$ cat config.mk
export PLATFORM = sky130hd
export DESIGN_NAME = mflc_parser
export DESIGN_NICKNAME = d
export VERILOG_FILES = /design/src/hw/rtl/mflc_pkg.sv /design/src/hw/rtl/mflc_frame_check.sv /design/src/hw/rtl/mflc_parser.sv
export SDC_FILE = /design/constraint.sdc
export NUM_CORES = 1
export LEC_CHECK = 0
export ABC_CLOCK_PERIOD_IN_PS = 31600
export BUFFER_PORTS_ARGS = -buffer_cell sky130_fd_sc_hd__buf_4
export CORE_MARGIN = 2
export CORE_UTILIZATION = 30
export CTS_BUF_LIST = sky130_fd_sc_hd__clkbuf_4 sky130_fd_sc_hd__clkbuf_8 sky130_fd_sc_hd__clkbuf_16
export CTS_CLUSTER_SIZE = 40
export DETAILED_ROUTE_END_ITERATION = 7
export GPL_TIMING_DRIVEN = 1
export SLEW_MARGIN = 20
export SYNTH_ARGS = -nofsm -noshare
export SYNTH_HDL_FRONTEND = slang
export SYNTH_SLANG_ARGS = --single-unit
$ cat constraint.sdc
create_clock -name clk -period 31.6 [get_ports clk]
set_input_delay 9.48 -clock clk [delete_from_list [all_inputs] [get_ports clk]]
set_output_delay 9.48 -clock clk [all_outputs]
set_load 0.02 [all_outputs]
$ cat src/hw/rtl/mflc_pkg.sv
package mflc_pkg;

  localparam int HDR_LEN_DEF = 1;
  localparam int CRC_LEN_DEF = 2;

  typedef enum logic [1:0] {
    STEP_FUNC,
    STEP_META,
    STEP_DATA
  } step_t;

  typedef enum logic [2:0] {
    ST_OK,
    ST_DEV_EXC,
    ST_BAD_EXC,
    ST_FUNC_MISMATCH,
    ST_QTY_MISMATCH,
    ST_LEN_MISMATCH,
    ST_TOO_MANY
  } status_t;

  localparam logic [1:0] CFG_MSG_MODE   = 2'd0;
  localparam logic [1:0] CFG_REQ_FUNC   = 2'd1;
  localparam logic [1:0] CFG_REQ_QTY    = 2'd2;
  localparam logic [1:0] CFG_MAX_LENGTH = 2'd3;

  localparam logic       MODE_INDICATION   = 1'b0;
  localparam logic       MSG_MODE_RST      = 1'b1;
  localparam logic [7:0] REQ_FUNC_RST      = 8'd3;
  localparam logic [15:0] REQ_QTY_RST      = 16'd0;
  localparam logic [8:0] MAX_LENGTH_RST    = 9'd256;

  localparam logic [7:0] FC_READ_COILS    = 8'd1;
  localparam logic [7:0] FC_READ_DISCRETE = 8'd2;
  localparam logic [7:0] FC_READ_HOLDING  = 8'd3;
  localparam logic [7:0] FC_READ_INPUT    = 8'd4;
  localparam logic [7:0] FC_WRITE_COIL    = 8'd5;
  localparam logic [7:0] FC_WRITE_REG     = 8'd6;
  localparam logic [7:0] FC_READ_EXC_STAT = 8'd7;
  localparam logic [7:0] FC_WRITE_COILS   = 8'd15;
  localparam logic [7:0] FC_WRITE_REGS    = 8'd16;
  localparam logic [7:0] FC_REPORT_ID     = 8'd17;
  localparam logic [7:0] FC_MASK_WRITE    = 8'd22;
  localparam logic [7:0] FC_RW_REGS       = 8'd23;

  localparam logic [7:0] EXC_LIMIT = 8'd12;

  typedef struct packed {
    logic        msg_mode;
    logic [7:0]  req_function;
    logic [15:0] req_quantity;
    logic [8:0]  max_frame_length;
  } cfg_t;

  typedef struct packed {
    status_t     status;
    logic [7:0]  function_code;
    logic [7:0]  exc_code;
    logic [15:0] value_count;
    logic [8:0]  frame_length;
  } result_t;

  function automatic logic [3:0] meta_length(logic mode, logic [7:0] f);
    logic [3:0] n;
    n = 4'd0;
    if (mode == MODE_INDICATION) begin
      if (f <= FC_WRITE_REG) begin
        n = 4'd4;
      end else if (f == FC_WRITE_COILS || f == FC_WRITE_REGS) begin
        n = 4'd5;
      end else if (f == FC_MASK_WRITE) begin
        n = 4'd6;
      end else if (f == FC_RW_REGS) begin
        n = 4'd9;
      end
    end else begin
      if (f == FC_WRITE_COIL || f == FC_WRITE_REG || f == FC_WRITE_COILS ||
          f == FC_WRITE_REGS) begin
        n = 4'd4;
      end else if (f == FC_MASK_WRITE) begin
        n = 4'd6;
      end else begin
        n = 4'd1;
      end
    end
    return n;
  endfunction

  function automatic logic [7:0] data_count(logic mode, logic [7:0] f, logic [7:0] c1,
                                            logic [7:0] c5, logic [7:0] c9);
    logic [7:0] n;
    n = 8'd0;
    if (mode == MODE_INDICATION) begin
      if (f == FC_WRITE_COILS || f == FC_WRITE_REGS) begin
        n = c5;
      end else if (f == FC_RW_REGS) begin
        n = c9;
      end
    end else if (f <= FC_READ_INPUT || f == FC_REPORT_ID || f == FC_RW_REGS) begin
      n = c1;
    end
    return n;
  endfunction

endpackage

$ cat src/hw/rtl/mflc_frame_check.sv
module mflc_frame_check #(
  parameter int HDR_LEN = mflc_pkg::HDR_LEN_DEF,
  parameter int CRC_LEN = mflc_pkg::CRC_LEN_DEF
) (
  input  mflc_pkg::cfg_t    cfg,
  input  logic [7:0]        func_byte,
  input  logic [7:0]        count_byte_one,
  input  logic [7:0]        qty_high,
  input  logic [7:0]        qty_low,
  input  logic [8:0]        frame_length,
  output mflc_pkg::status_t status,
  output logic [7:0]        exc_code,
  output logic [15:0]       value_count
);

  localparam logic [17:0] OVERHEAD = 18'(HDR_LEN + CRC_LEN);
  localparam logic [8:0]  EXC_LEN  = 9'(HDR_LEN + 2 + CRC_LEN);

  logic [15:0] q;
  logic [7:0]  rf;
  logic [13:0] coil_bytes;
  logic [17:0] want;
  logic        len_free;
  logic [15:0] req_nb;
  logic [15:0] rsp_nb;

  assign q          = cfg.req_quantity;
  assign rf         = cfg.req_function;
  assign coil_bytes = {1'b0, q[15:3]} + 14'(|q[2:0]);

  always_comb begin
    len_free = 1'b0;
    case (rf)
      mflc_pkg::FC_READ_COILS, mflc_pkg::FC_READ_DISCRETE:
        want = 18'd2 + 18'(coil_bytes);
      mflc_pkg::FC_READ_HOLDING, mflc_pkg::FC_READ_INPUT, mflc_pkg::FC_RW_REGS:
        want = 18'd2 + {1'b0, q, 1'b0};
      mflc_pkg::FC_READ_EXC_STAT: want = 18'd3;
      mflc_pkg::FC_REPORT_ID: begin
        want     = 18'd0;
        len_free = 1'b1;
      end
      mflc_pkg::FC_MASK_WRITE: want = 18'd7;
      default: want = 18'd5;
    endcase
    want = want + OVERHEAD;
  end

  always_comb begin
    case (func_byte)
      mflc_pkg::FC_READ_COILS, mflc_pkg::FC_READ_DISCRETE: begin
        req_nb = 16'(coil_bytes);
        rsp_nb = {8'd0, count_byte_one};
      end
      mflc_pkg::FC_READ_HOLDING, mflc_pkg::FC_READ_INPUT, mflc_pkg::FC_RW_REGS: begin
        req_nb = q;
        rsp_nb = {9'd0, count_byte_one[7:1]};
      end
      mflc_pkg::FC_WRITE_COILS, mflc_pkg::FC_WRITE_REGS: begin
        req_nb = q;
        rsp_nb = {qty_high, qty_low};
      end
      mflc_pkg::FC_REPORT_ID: begin
        req_nb = {8'd0, count_byte_one};
        rsp_nb = {8'd0, count_byte_one};
      end
      default: begin
        req_nb = 16'd1;
        rsp_nb = 16'd1;
      end
    endcase
  end

  always_comb begin
    status      = mflc_pkg::ST_OK;
    exc_code    = 8'd0;
    value_count = 16'd0;
    if (cfg.msg_mode == mflc_pkg::MODE_INDICATION) begin
      status = mflc_pkg::ST_OK;
    end else if (func_byte[7]) begin
      if (frame_length == EXC_LEN && rf == {1'b0, func_byte[6:0]} &&
          count_byte_one < mflc_pkg::EXC_LIMIT) begin
        status   = mflc_pkg::ST_DEV_EXC;
        exc_code = count_byte_one;
      end else begin
        status = mflc_pkg::ST_BAD_EXC;
      end
    end else if (!len_free && {9'd0, frame_length} != want) begin
      status = mflc_pkg::ST_LEN_MISMATCH;
    end else if (func_byte != rf) begin
      status = mflc_pkg::ST_FUNC_MISMATCH;
    end else if (req_nb == rsp_nb) begin
      status      = mflc_pkg::ST_OK;
      value_count = rsp_nb;
    end else begin
      status = mflc_pkg::ST_QTY_MISMATCH;
    end
  end

endmodule

$ cat src/hw/rtl/mflc_parser.sv
module mflc_parser #(
  parameter int HDR_LEN = mflc_pkg::HDR_LEN_DEF,
  parameter int CRC_LEN = mflc_pkg::CRC_LEN_DEF
) (
  input  logic              clk,
  input  logic              rst_n,
  input  logic              en,
  input  logic [7:0]        rx_byte,
  input  logic              frame_start,
  input  mflc_pkg::cfg_t    cfg,
  output logic              res_valid,
  output mflc_pkg::result_t res
);

  localparam logic [8:0] POS_FUNC  = 9'(HDR_LEN);
  localparam logic [8:0] POS_CNT1  = 9'(HDR_LEN + 1);
  localparam logic [8:0] POS_QHI   = 9'(HDR_LEN + 3);
  localparam logic [8:0] POS_QLO   = 9'(HDR_LEN + 4);
  localparam logic [8:0] POS_CNT5  = 9'(HDR_LEN + 5);
  localparam logic [8:0] POS_CNT9  = 9'(HDR_LEN + 9);
  localparam logic [8:0] LEFT_INIT = 9'(HDR_LEN + 1);

  mflc_pkg::step_t step_r, step_nxt, base_step;
  logic [8:0] rcv_r, rcv_nxt, base_rcv, rcv_n;
  logic [8:0] left_r, left_nxt, base_left, left_n;
  logic [7:0] func_r, func_nxt, base_func, func_n;
  logic [7:0] c1_r, c1_nxt, base_c1, c1_n;
  logic [7:0] qh_r, qh_nxt, base_qh, qh_n;
  logic [7:0] ql_r, ql_nxt, base_ql, ql_n;
  logic [7:0] c5_r, c5_nxt, base_c5, c5_n;
  logic [7:0] c9_r, c9_nxt, base_c9, c9_n;
  logic       disc_r, disc_nxt, base_disc;

  logic       active;
  logic       take_meta;
  logic       eval_data;
  logic       check;
  logic       reject;
  logic [3:0] meta_n;
  logic [8:0] dl;
  logic       too_big;

  mflc_pkg::status_t chk_status;
  logic [7:0]        chk_exc;
  logic [15:0]       chk_count;

  // frame start restarts the parser before the byte is taken
  always_comb begin
    if (frame_start) begin
      base_step = mflc_pkg::STEP_FUNC;
      base_rcv  = 9'd0;
      base_left = LEFT_INIT;
      base_func = 8'd0;
      base_c1   = 8'd0;
      base_qh   = 8'd0;
      base_ql   = 8'd0;
      base_c5   = 8'd0;
      base_c9   = 8'd0;
      base_disc = 1'b0;
    end else begin
      base_step = step_r;
      base_rcv  = rcv_r;
      base_left = left_r;
      base_func = func_r;
      base_c1   = c1_r;
      base_qh   = qh_r;
      base_ql   = ql_r;
      base_c5   = c5_r;
      base_c9   = c9_r;
      base_disc = disc_r;
    end
  end

  assign func_n = (base_rcv == POS_FUNC) ? rx_byte : base_func;
  assign c1_n   = (base_rcv == POS_CNT1) ? rx_byte : base_c1;
  assign qh_n   = (base_rcv == POS_QHI)  ? rx_byte : base_qh;
  assign ql_n   = (base_rcv == POS_QLO)  ? rx_byte : base_ql;
  assign c5_n   = (base_rcv == POS_CNT5) ? rx_byte : base_c5;
  assign c9_n   = (base_rcv == POS_CNT9) ? rx_byte : base_c9;
  assign rcv_n  = base_rcv + 9'd1;
  assign left_n = base_left - 9'd1;

  assign meta_n  = mflc_pkg::meta_length(cfg.msg_mode, func_n);
  assign dl      = 9'(CRC_LEN) +
                   {1'b0, mflc_pkg::data_count(cfg.msg_mode, func_n, c1_n, c5_n, c9_n)};
  assign too_big = ({1'b0, rcv_n} + {1'b0, dl}) > {1'b0, cfg.max_frame_length};

  always_comb begin
    active    = !base_disc;
    take_meta = 1'b0;
    eval_data = 1'b0;
    check     = 1'b0;
    reject    = 1'b0;
    if (active && left_n == 9'd0) begin
      case (base_step)
        mflc_pkg::STEP_FUNC: begin
          if (meta_n != 4'd0) begin
            take_meta = 1'b1;
          end else begin
            eval_data = 1'b1;
          end
        end
        mflc_pkg::STEP_META: eval_data = 1'b1;
        mflc_pkg::STEP_DATA: check = 1'b1;
        default:             check = 1'b1;
      endcase
      if (eval_data) begin
        if (too_big) begin
          reject = 1'b1;
        end else if (dl == 9'd0) begin
          check = 1'b1;
        end
      end
    end
  end

  always_comb begin
    step_nxt = base_step;
    rcv_nxt  = base_rcv;
    left_nxt = base_left;
    func_nxt = base_func;
    c1_nxt   = base_c1;
    qh_nxt   = base_qh;
    ql_nxt   = base_ql;
    c5_nxt   = base_c5;
    c9_nxt   = base_c9;
    disc_nxt = base_disc;
    if (active) begin
      rcv_nxt  = rcv_n;
      left_nxt = left_n;
      func_nxt = func_n;
      c1_nxt   = c1_n;
      qh_nxt   = qh_n;
      ql_nxt   = ql_n;
      c5_nxt   = c5_n;
      c9_nxt   = c9_n;
      if (take_meta) begin
        step_nxt = mflc_pkg::STEP_META;
        left_nxt = {5'd0, meta_n};
      end
      if (eval_data) begin
        step_nxt = mflc_pkg::STEP_META;
        if (!too_big) begin
          step_nxt = mflc_pkg::STEP_DATA;
          left_nxt = dl;
        end
      end
      if (check || reject) begin
        disc_nxt = 1'b1;
      end
    end
  end

  mflc_frame_check #(
    .HDR_LEN (HDR_LEN),
    .CRC_LEN (CRC_LEN)
  ) u_check (
    .cfg            (cfg),
    .func_byte      (func_n),
    .count_byte_one (c1_n),
    .qty_high       (qh_n),
    .qty_low        (ql_n),
    .frame_length   (rcv_n),
    .status         (chk_status),
    .exc_code       (chk_exc),
    .value_count    (chk_count)
  );

  always_comb begin
    res_valid          = check || reject;
    res.function_code  = func_n;
    res.frame_length   = rcv_n;
    if (reject) begin
      res.status      = mflc_pkg::ST_TOO_MANY;
      res.exc_code    = 8'd0;
      res.value_count = 16'd0;
    end else begin
      res.status      = chk_status;
      res.exc_code    = chk_exc;
      res.value_count = chk_count;
    end
  end

  always_ff @(posedge clk) begin
    if (!rst_n) begin
      step_r <= mflc_pkg::STEP_FUNC;
      rcv_r  <= 9'd0;
      left_r <= LEFT_INIT;
      func_r <= 8'd0;
      c1_r   <= 8'd0;
      qh_r   <= 8'd0;
      ql_r   <= 8'd0;
      c5_r   <= 8'd0;
      c9_r   <= 8'd0;
      disc_r <= 1'b0;
    end else if (en) begin
      step_r <= step_nxt;
      rcv_r  <= rcv_nxt;
      left_r <= left_nxt;
      func_r <= func_nxt;
      c1_r   <= c1_nxt;
      qh_r   <= qh_nxt;
      ql_r   <= ql_nxt;
      c5_r   <= c5_nxt;
      c9_r   <= c9_nxt;
      disc_r <= disc_nxt;
    end
  end

endmodule

Word-level counts from Yosys, hierarchy flattened:

Index checks and enable logic that the tools add are counted.

* flip-flop bits (word level): 69
* latch bits: 0
* memory bits (writable): 0
* ROM bits: 0
* input bits: 46
* output and inout port bits: 45
* logic and storage cells: 158
* memories: 0

* add/subtract/negate cells: 8
* multipliers: 0
* divide/modulo/power cells: 0
* magnitude comparators: 4
* equality and inequality tests: 31
* shift operators: 0
* multiplexer cells: 79
* bitwise operators: 0
* reduce and logical (&&, ||, !) cells: 26

Operators with widths (count)
* 8-bit two-way mux: 25
* 16-bit case mux with 3 select lines: 2
* 18-bit case mux with 5 select lines: 1
* 16-bit two-way mux: 5
* 9-bit two-way mux: 7
* 8-bit by 5-bit == test with 1-bit output (second input constant): 7
* 8-bit by 3-bit == test with 1-bit output (second input constant): 5
* 9-bit by 3-bit == test with 1-bit output (second input constant): 4
* 8-bit by 2-bit == test with 1-bit output (second input constant): 4
* 24-bit two-way mux: 1
* 3-bit two-way mux: 8
* 4-bit two-way mux: 5
* 18-bit by 2-bit adder with 18-bit output (second input constant): 1
* 2-bit by 17-bit adder with 18-bit output (first input constant): 1
* 9-bit logical NOT: 2
* 1-bit two-way mux: 18
* 9-bit by 18-bit != test with 1-bit output: 1
* 16-bit == test: 1
* 8-bit by 1-bit == test with 1-bit output (second input constant): 2
* 8-bit by 3-bit <= comparator with 1-bit output (second input constant): 2
* 2-bit by 14-bit adder with 15-bit output (first input constant): 1
* 13-bit by 1-bit adder with 14-bit output: 1
* 2-bit two-way mux: 6
* 3-bit OR reduction: 4
* other kinds (21): 34

Longest topological paths before layout:

* depth after elaboration: 18
* depth in mapped cells: 41
* depth with buffers taken out: 36

Modules after synthesis:

Synthesis repeated with hierarchy kept, for this count alone.

* cell total of the unflattened synthesis: 1237
* area, all modules: 8764.7 um^2

By module, submodules not included
* mflc_parser: instances 1, cells an instance 753, area an instance 5429.0 um^2, sequential area each 1381.3 um^2
* mflc_frame_check: instances 1, cells an instance 484, area an instance 3335.7 um^2, sequential area each 0.0 um^2

Least setup slack after synthesis:

Ideal clock, no wire load.

* path type: input to output
* start point: in frame_start
* end point: out res_valid
* arrival: 16.507 ns
* data required time: 22.120 ns
* setup slack: 5.613 ns
* stages: 37
* buffers on the path: 6
* cell sequence: inv_1 clkbuf_1 clkbuf_1 buf_1 clkbuf_1 nand2_1 ha_1 or4b_1 o21a_1 buf_2 mux2_2 mux2i_4 nand2_1 buf_2 o22a_1 o22ai_2 ha_1 and2_1 a21oi_1 nor3_1 ha_1 nor2b_1 o21ai_0 nand2b_1 a21oi_1 xnor2_1 ha_1 nand4_1 nor2_1 a21oi_1 a32oi_1 a211oi_1 o21ai_0 nor4_1 o311ai_1 or4_1 o21bai_1

* word-level cells in the longest chain between the ends: 16

Ends and longest elaborated chain
* from (decl): RTL line mflc_parser.sv:9 `input logic frame_start,`
* branches (longest 15 deep; another with 9-bit by 9-bit adder with 10-bit output)
* 1-bit logical OR *: RTL line mflc_parser.sv:170 `res_valid = check || reject;`
* to (decl): RTL line mflc_parser.sv:11 `output logic res_valid,`

Every way passes the cells marked *. The select of a mux whose other input is x is not followed.

==> tab_implementation.tex <==
\begin{tabular}{lr}
\hline
Metric & Value \\
\hline
\multicolumn{2}{l}{\textbf{Finish}} \\
Final std cells w/o fill & 1583 \\
Area delta synth->final & 14.36\% \\
Layout filler cell count & 2912 \\
Layout Nets & about 1300 \\
Diode count & 0 \\
Fraction of layout instances using a drive strength above 1 & 13.29\% \\
\multicolumn{2}{l}{\textbf{Floorplan}} \\
Row cnt & 60 \\
Initial core utilization & a little under a third \\
Core Region & around 27000 um2 \\
DIE WIDTH & 170.6 um \\
Chip Height & between 150 and 200 um \\
Top-level I/O count & 91 \\
Total Die Area & a little under 30000 um2 \\
\multicolumn{2}{l}{\textbf{Clock network}} \\
Setup Fix Bufs, Post-CTS & 0 \\
\# H-tree levels & 3 \\
Clock-pin slew of the registers on the worst-case setup and hold paths & $\sim$0.060 ns \\
Clock latency on the worst-skew pair & about 0.35 ns \\
CTS Root Cell & sky130\_fd\_sc\_hd\_\_clkbuf\_16 \\
Count of hold-fix buffers inserted at cts & 0 \\
Clock sink count & 69 \\
Clock tree from TritonCTS & built \\
Largest buffer count on any clock path & 2 \\
Number of clock buffers inserted by TritonCTS & 9 \\
Number of gates resized after CTS & 0 \\
\multicolumn{2}{l}{\textbf{Route}} \\
Overall routed net length & around 30 mm \\
Vias/cell & a little under 6 \\
Post-route ant nets & 0 \\
Number of detailed-routing iterations run before antenna repair & 5 \\
First DRT Iteration DRCs & 1065 \\
Vias post-DR & $\sim$9100 \\
Detailed-route DRC error count & 0 \\
Average wire length per cell after detail routing & approximately 19 um \\
\multicolumn{2}{l}{\textbf{STA}} \\
Setup violation total in the final timing report & 0 \\
Slew Viols, Final & 0 \\
Slew headroom & between 30\% and 40\% \\
Hold Violations, Final & 0 \\
Ratio of final minimum period to clock period & between 80\% and 90\% \\
Least-Margin Pin Slew & between 0.9 and 1 ns \\
Clock Skews & a little under 0.007 ns \\
RSZ-0062 raised after global routing & false \\
Setup TNS & 0 ns \\
Fmax & between 30 and 40 MHz \\
Time the final worst path needs with I/O delays and setup & around 27 ns \\
\multicolumn{2}{l}{\textbf{Synthesis}} \\
Gate Count Post-Synth & around 1200 \\
Cell area after synthesis & 8322 um2 \\
Yosys warning count & 0 \\
Register area share after synthesis & 16.60\% \\
Synthesized area divided by synthesized cell count & around 7 um2 \\
Number of distinct standard cells referenced by the synthesized netlist & 95 \\
Proportion of synthesized flip-flops having asynchronous set or reset & 0\% \\
Post-Synth Simple-Gate Area & between 20\% and 30\% \\
Area share of xor/xnor cells in the synthesized design & 8.059\% \\
Register bit total from synthesis & 69 \\
Area share of fa/ha/maj cells after synthesis & 4.902\% \\
Synth Area in Compound Gates & about a third \\
Largest family of logic cells by synthesized area & compound AO/OA/AOI/OAI gates \\
Post-synthesis mux area share & around 1.6\% \\
Main synth FF type & sky130\_fd\_sc\_hd\_\_dfxtp\_1 \\
Number of enable-type register cells in the synthesized netlist & 0 \\
\multicolumn{2}{l}{\textbf{Worst setup path}} \\
Worst-path fanout max & 40 \\
Critical Path Slowest Stage Cell & sky130\_fd\_sc\_hd\_\_or4b\_1 \\
Sort of element at the start of the critical path & primary input \\
Worst path max stage delay & about 0.57 ns \\
Source of the worst register-to-register timing path & rcv\_r[0] \\
Endpoint of the worst-slack reg-to-reg timing path & disc\_r \\
Required time reported for the critical path endpoint & approximately 22 ns \\
Critical path buffer and inverter count & 5 \\
Depth of the worst register-to-register path & 32 \\
CP Class & primary input to output port \\
Cell mode on critical path & sky130\_fd\_sc\_hd\_\_ha\_1 \\
Setup slack on the worst flop-to-flop path & $\sim$24 ns \\
Signal arrival time at the worst endpoint & 17.69 ns \\
Kind of capture point of the worst setup path & output port \\
Top Family by Delay on Critical Path & simple AND/OR/NAND/NOR gates \\
\multicolumn{2}{l}{\textbf{Power}} \\
Pwr Density & between 30 and 40 nW/um2 \\
Leak & approximately 3.8 nW \\
Worst IR Drop VDD & 26.97 uV \\
\multicolumn{2}{l}{\textbf{Global routing}} \\
Wire length of the first global-routing pass & 46.24 mm \\
Largest net degree at the start of global routing & 72 \\
Total global routing overflow & 0 \\
Antenna violations before repair & 0 \\
Number of global-route vias before repair & 8181 \\
GRT Total Usage & between 20\% and 30\% \\
\multicolumn{2}{l}{\textbf{Run status}} \\
Run status & complete, no violations \\
\multicolumn{2}{l}{\textbf{Placed design}} \\
Placed wire-length estimate after detailed placement & about 23 mm \\
Routability Congestion & around 0.9 \\
Placed Instances & roughly 1600 \\
Buffers added on ports & 86 \\
\multicolumn{2}{l}{\textbf{Flow run}} \\
Maximum capacitance violations & 0 \\
\multicolumn{2}{l}{\textbf{Min path}} \\
Path category of the worst min-delay check & register to register \\
Terminating pin of the worst hold path & c5\_r[5] \\
Cell depth of the worst hold path & 1 \\
Origin of the worst min-delay path & c5\_r[5] \\
\hline
\end{tabular}
[kinds of logic after synthesis]
kind of cell    Yosys count
mux                      12
compound gates          369
simple gates            476
fa+ha+maj                32
other cells               1
flops                    69
xor+xnor                 75
buf+inv                 141
[synth_stat cells (13+ instances only)]
| cell | n | area (um2) |
|---|---|---|
| sky130_fd_sc_hd__inv_1 | 55 | 206.5 |
| sky130_fd_sc_hd__nand4_1 | 16 | 100.1 |
| sky130_fd_sc_hd__nand3_1 | 34 | 170.2 |
| sky130_fd_sc_hd__nor4_1 | 15 | 93.84 |
| sky130_fd_sc_hd__o21ai_0 | 68 | 340.3 |
| sky130_fd_sc_hd__a22o_1 | 13 | 113.9 |
| sky130_fd_sc_hd__nand2_1 | 115 | 431.7 |
| sky130_fd_sc_hd__nor2_1 | 96 | 360.4 |
| sky130_fd_sc_hd__xnor2_1 | 50 | 437.9 |
| sky130_fd_sc_hd__clkbuf_1 | 59 | 221.5 |
| sky130_fd_sc_hd__and3_1 | 13 | 81.33 |
| sky130_fd_sc_hd__nor2b_1 | 41 | 256.5 |
| sky130_fd_sc_hd__or3_1 | 13 | 81.33 |
| sky130_fd_sc_hd__a22oi_1 | 47 | 352.8 |
| sky130_fd_sc_hd__a31oi_1 | 22 | 137.6 |
| sky130_fd_sc_hd__a21oi_1 | 59 | 295.3 |
| sky130_fd_sc_hd__nor3_1 | 43 | 215.2 |
| sky130_fd_sc_hd__xor2_1 | 24 | 210.2 |
| sky130_fd_sc_hd__ha_1 | 31 | 387.9 |
| sky130_fd_sc_hd__nand2b_1 | 18 | 112.6 |
| sky130_fd_sc_hd__o211a_1 | 28 | 280.3 |
| sky130_fd_sc_hd__dfxtp_1 | 69 | 1381 |
[cells in the final DEF, fill, tap and decap left out, types with 7 or more instances in the layout]
cell type	netlist	final
sky130_fd_sc_hd__nand2_1	115	115
sky130_fd_sc_hd__buf_4	5	101
sky130_fd_sc_hd__nor2_1	96	96
sky130_fd_sc_hd__dfxtp_1	69	69
sky130_fd_sc_hd__o21ai_0	68	68
sky130_fd_sc_hd__a21oi_1	59	59
sky130_fd_sc_hd__inv_1	55	55
sky130_fd_sc_hd__xnor2_1	50	50
sky130_fd_sc_hd__a22oi_1	47	47
sky130_fd_sc_hd__nor3_1	43	43
sky130_fd_sc_hd__nor2b_1	41	41
sky130_fd_sc_hd__nand3_1	34	34
sky130_fd_sc_hd__ha_1	31	31
sky130_fd_sc_hd__o211a_1	28	28
sky130_fd_sc_hd__xor2_1	24	24
sky130_fd_sc_hd__a31oi_1	22	22
sky130_fd_sc_hd__nand2b_1	18	18
sky130_fd_sc_hd__nand4_1	16	16
sky130_fd_sc_hd__nor4_1	15	14
sky130_fd_sc_hd__a22o_1	13	13
sky130_fd_sc_hd__and3_1	13	13
sky130_fd_sc_hd__or3_1	13	13
sky130_fd_sc_hd__o22ai_1	12	12
sky130_fd_sc_hd__nor3b_1	12	12
sky130_fd_sc_hd__a211oi_1	11	11
sky130_fd_sc_hd__and2_1	10	10
sky130_fd_sc_hd__a21boi_0	9	9
sky130_fd_sc_hd__o211ai_1	9	9
sky130_fd_sc_hd__clkbuf_16	0	9
sky130_fd_sc_hd__mux2i_1	8	8
sky130_fd_sc_hd__a21o_1	8	8
sky130_fd_sc_hd__o31ai_1	8	8
sky130_fd_sc_hd__o21a_1	7	7
sky130_fd_sc_hd__nor2_2	7	7
[area by class of cell]
cell class / instances / area, um2 / share of cell area [%]
Sequential cell: 69 / 1381 / 14.51
Tap cell: 372 / 465.4 / 4.891
Multi-Input combinational cell: 968 / 6397 / 67.22
Clock inverter: 7 / 75.07 / 0.7889
Inverter: 57 / 214.0 / 2.248
Clock buffer: 9 / 225.2 / 2.367
Timing Repair Buffer: 101 / 758.2 / 7.967
[registers in the layout, summed over array words and instances (netlist names)]
name    flops
left_r      9
rcv_r       9
c1_r        8
c5_r        8
c9_r        8
func_r      8
qh_r        8
ql_r        8
step_r      2
disc_r      1
[worst max path at each step]
stage / slack [ns] / cells after the start / from / to
after floorplan: 5.61 / 37 / frame_start / res_valid
after global placement: 4.85 / 35 / frame_start / res_valid
after detailed placement: 4.53 / 35 / frame_start / res[15]
after CTS: 4.56 / 35 / frame_start / res[15]
after global routing: 3.76 / 35 / frame_start / res[10]
final: 4.43 / 35 / frame_start / res[15]
[metal layers]
| layer | global-route usage (%) | wire length, um | up-vias |
|---|---|---|---|
| met5 | 0 | 0 | - |
| met4 | 6.838 | 932 | 0 |
| met3 | 3.100 | 2182 | 54 |
| met2 | 32.93 | 13640 | 386 |
| met1 | 27.17 | 13160 | 4303 |
| li1 | - | - | 4392 |
[stage by stage]
stage / worst slack (ns) / hold WS, ns / instance area, um2 / total power [mW] / util (%)
5_1_grt: 3.758 / 0.5087 / 9517 / 0.3007 / 35.12
6_report: 4.426 / 0.4890 / 9517 / 0.2867 / 35.12
2_1_floorplan: 5.613 / 0.4644 / 8333 / 0.1574 / -
4_1_cts: 4.556 / 0.4915 / 9510 / 0.2873 / 35.09
3_5_place_dp: 4.528 / 0.4782 / 9210 / 0.1838 / 33.98
3_3_place_gp: 4.855 / 0.4731 / 9210 / 0.1833 / 33.98
[power by group]
part / total (mW) / switching (mW) / internal [mW]
sequential: 0.0934 / 0.00329 / 0.0901
combinational: 0.0902 / 0.0579 / 0.0323
clock: 0.103 / 0.0418 / 0.0613
[worst reg2reg max path, delay by kind of cell (launching register included)]
family / cells / cell delay, ns
DFF: 1 / 0.35
buffers and inverters: 2 / 0.56
AOI/OAI and AO/OA: 13 / 2.71
xor gates and xnor gates: 1 / 0.14
muxes: 1 / 0.34
and+or+nand+nor: 11 / 2.79
adders and majority gates: 4 / 1.08
(Power assumes the default switching activity.)
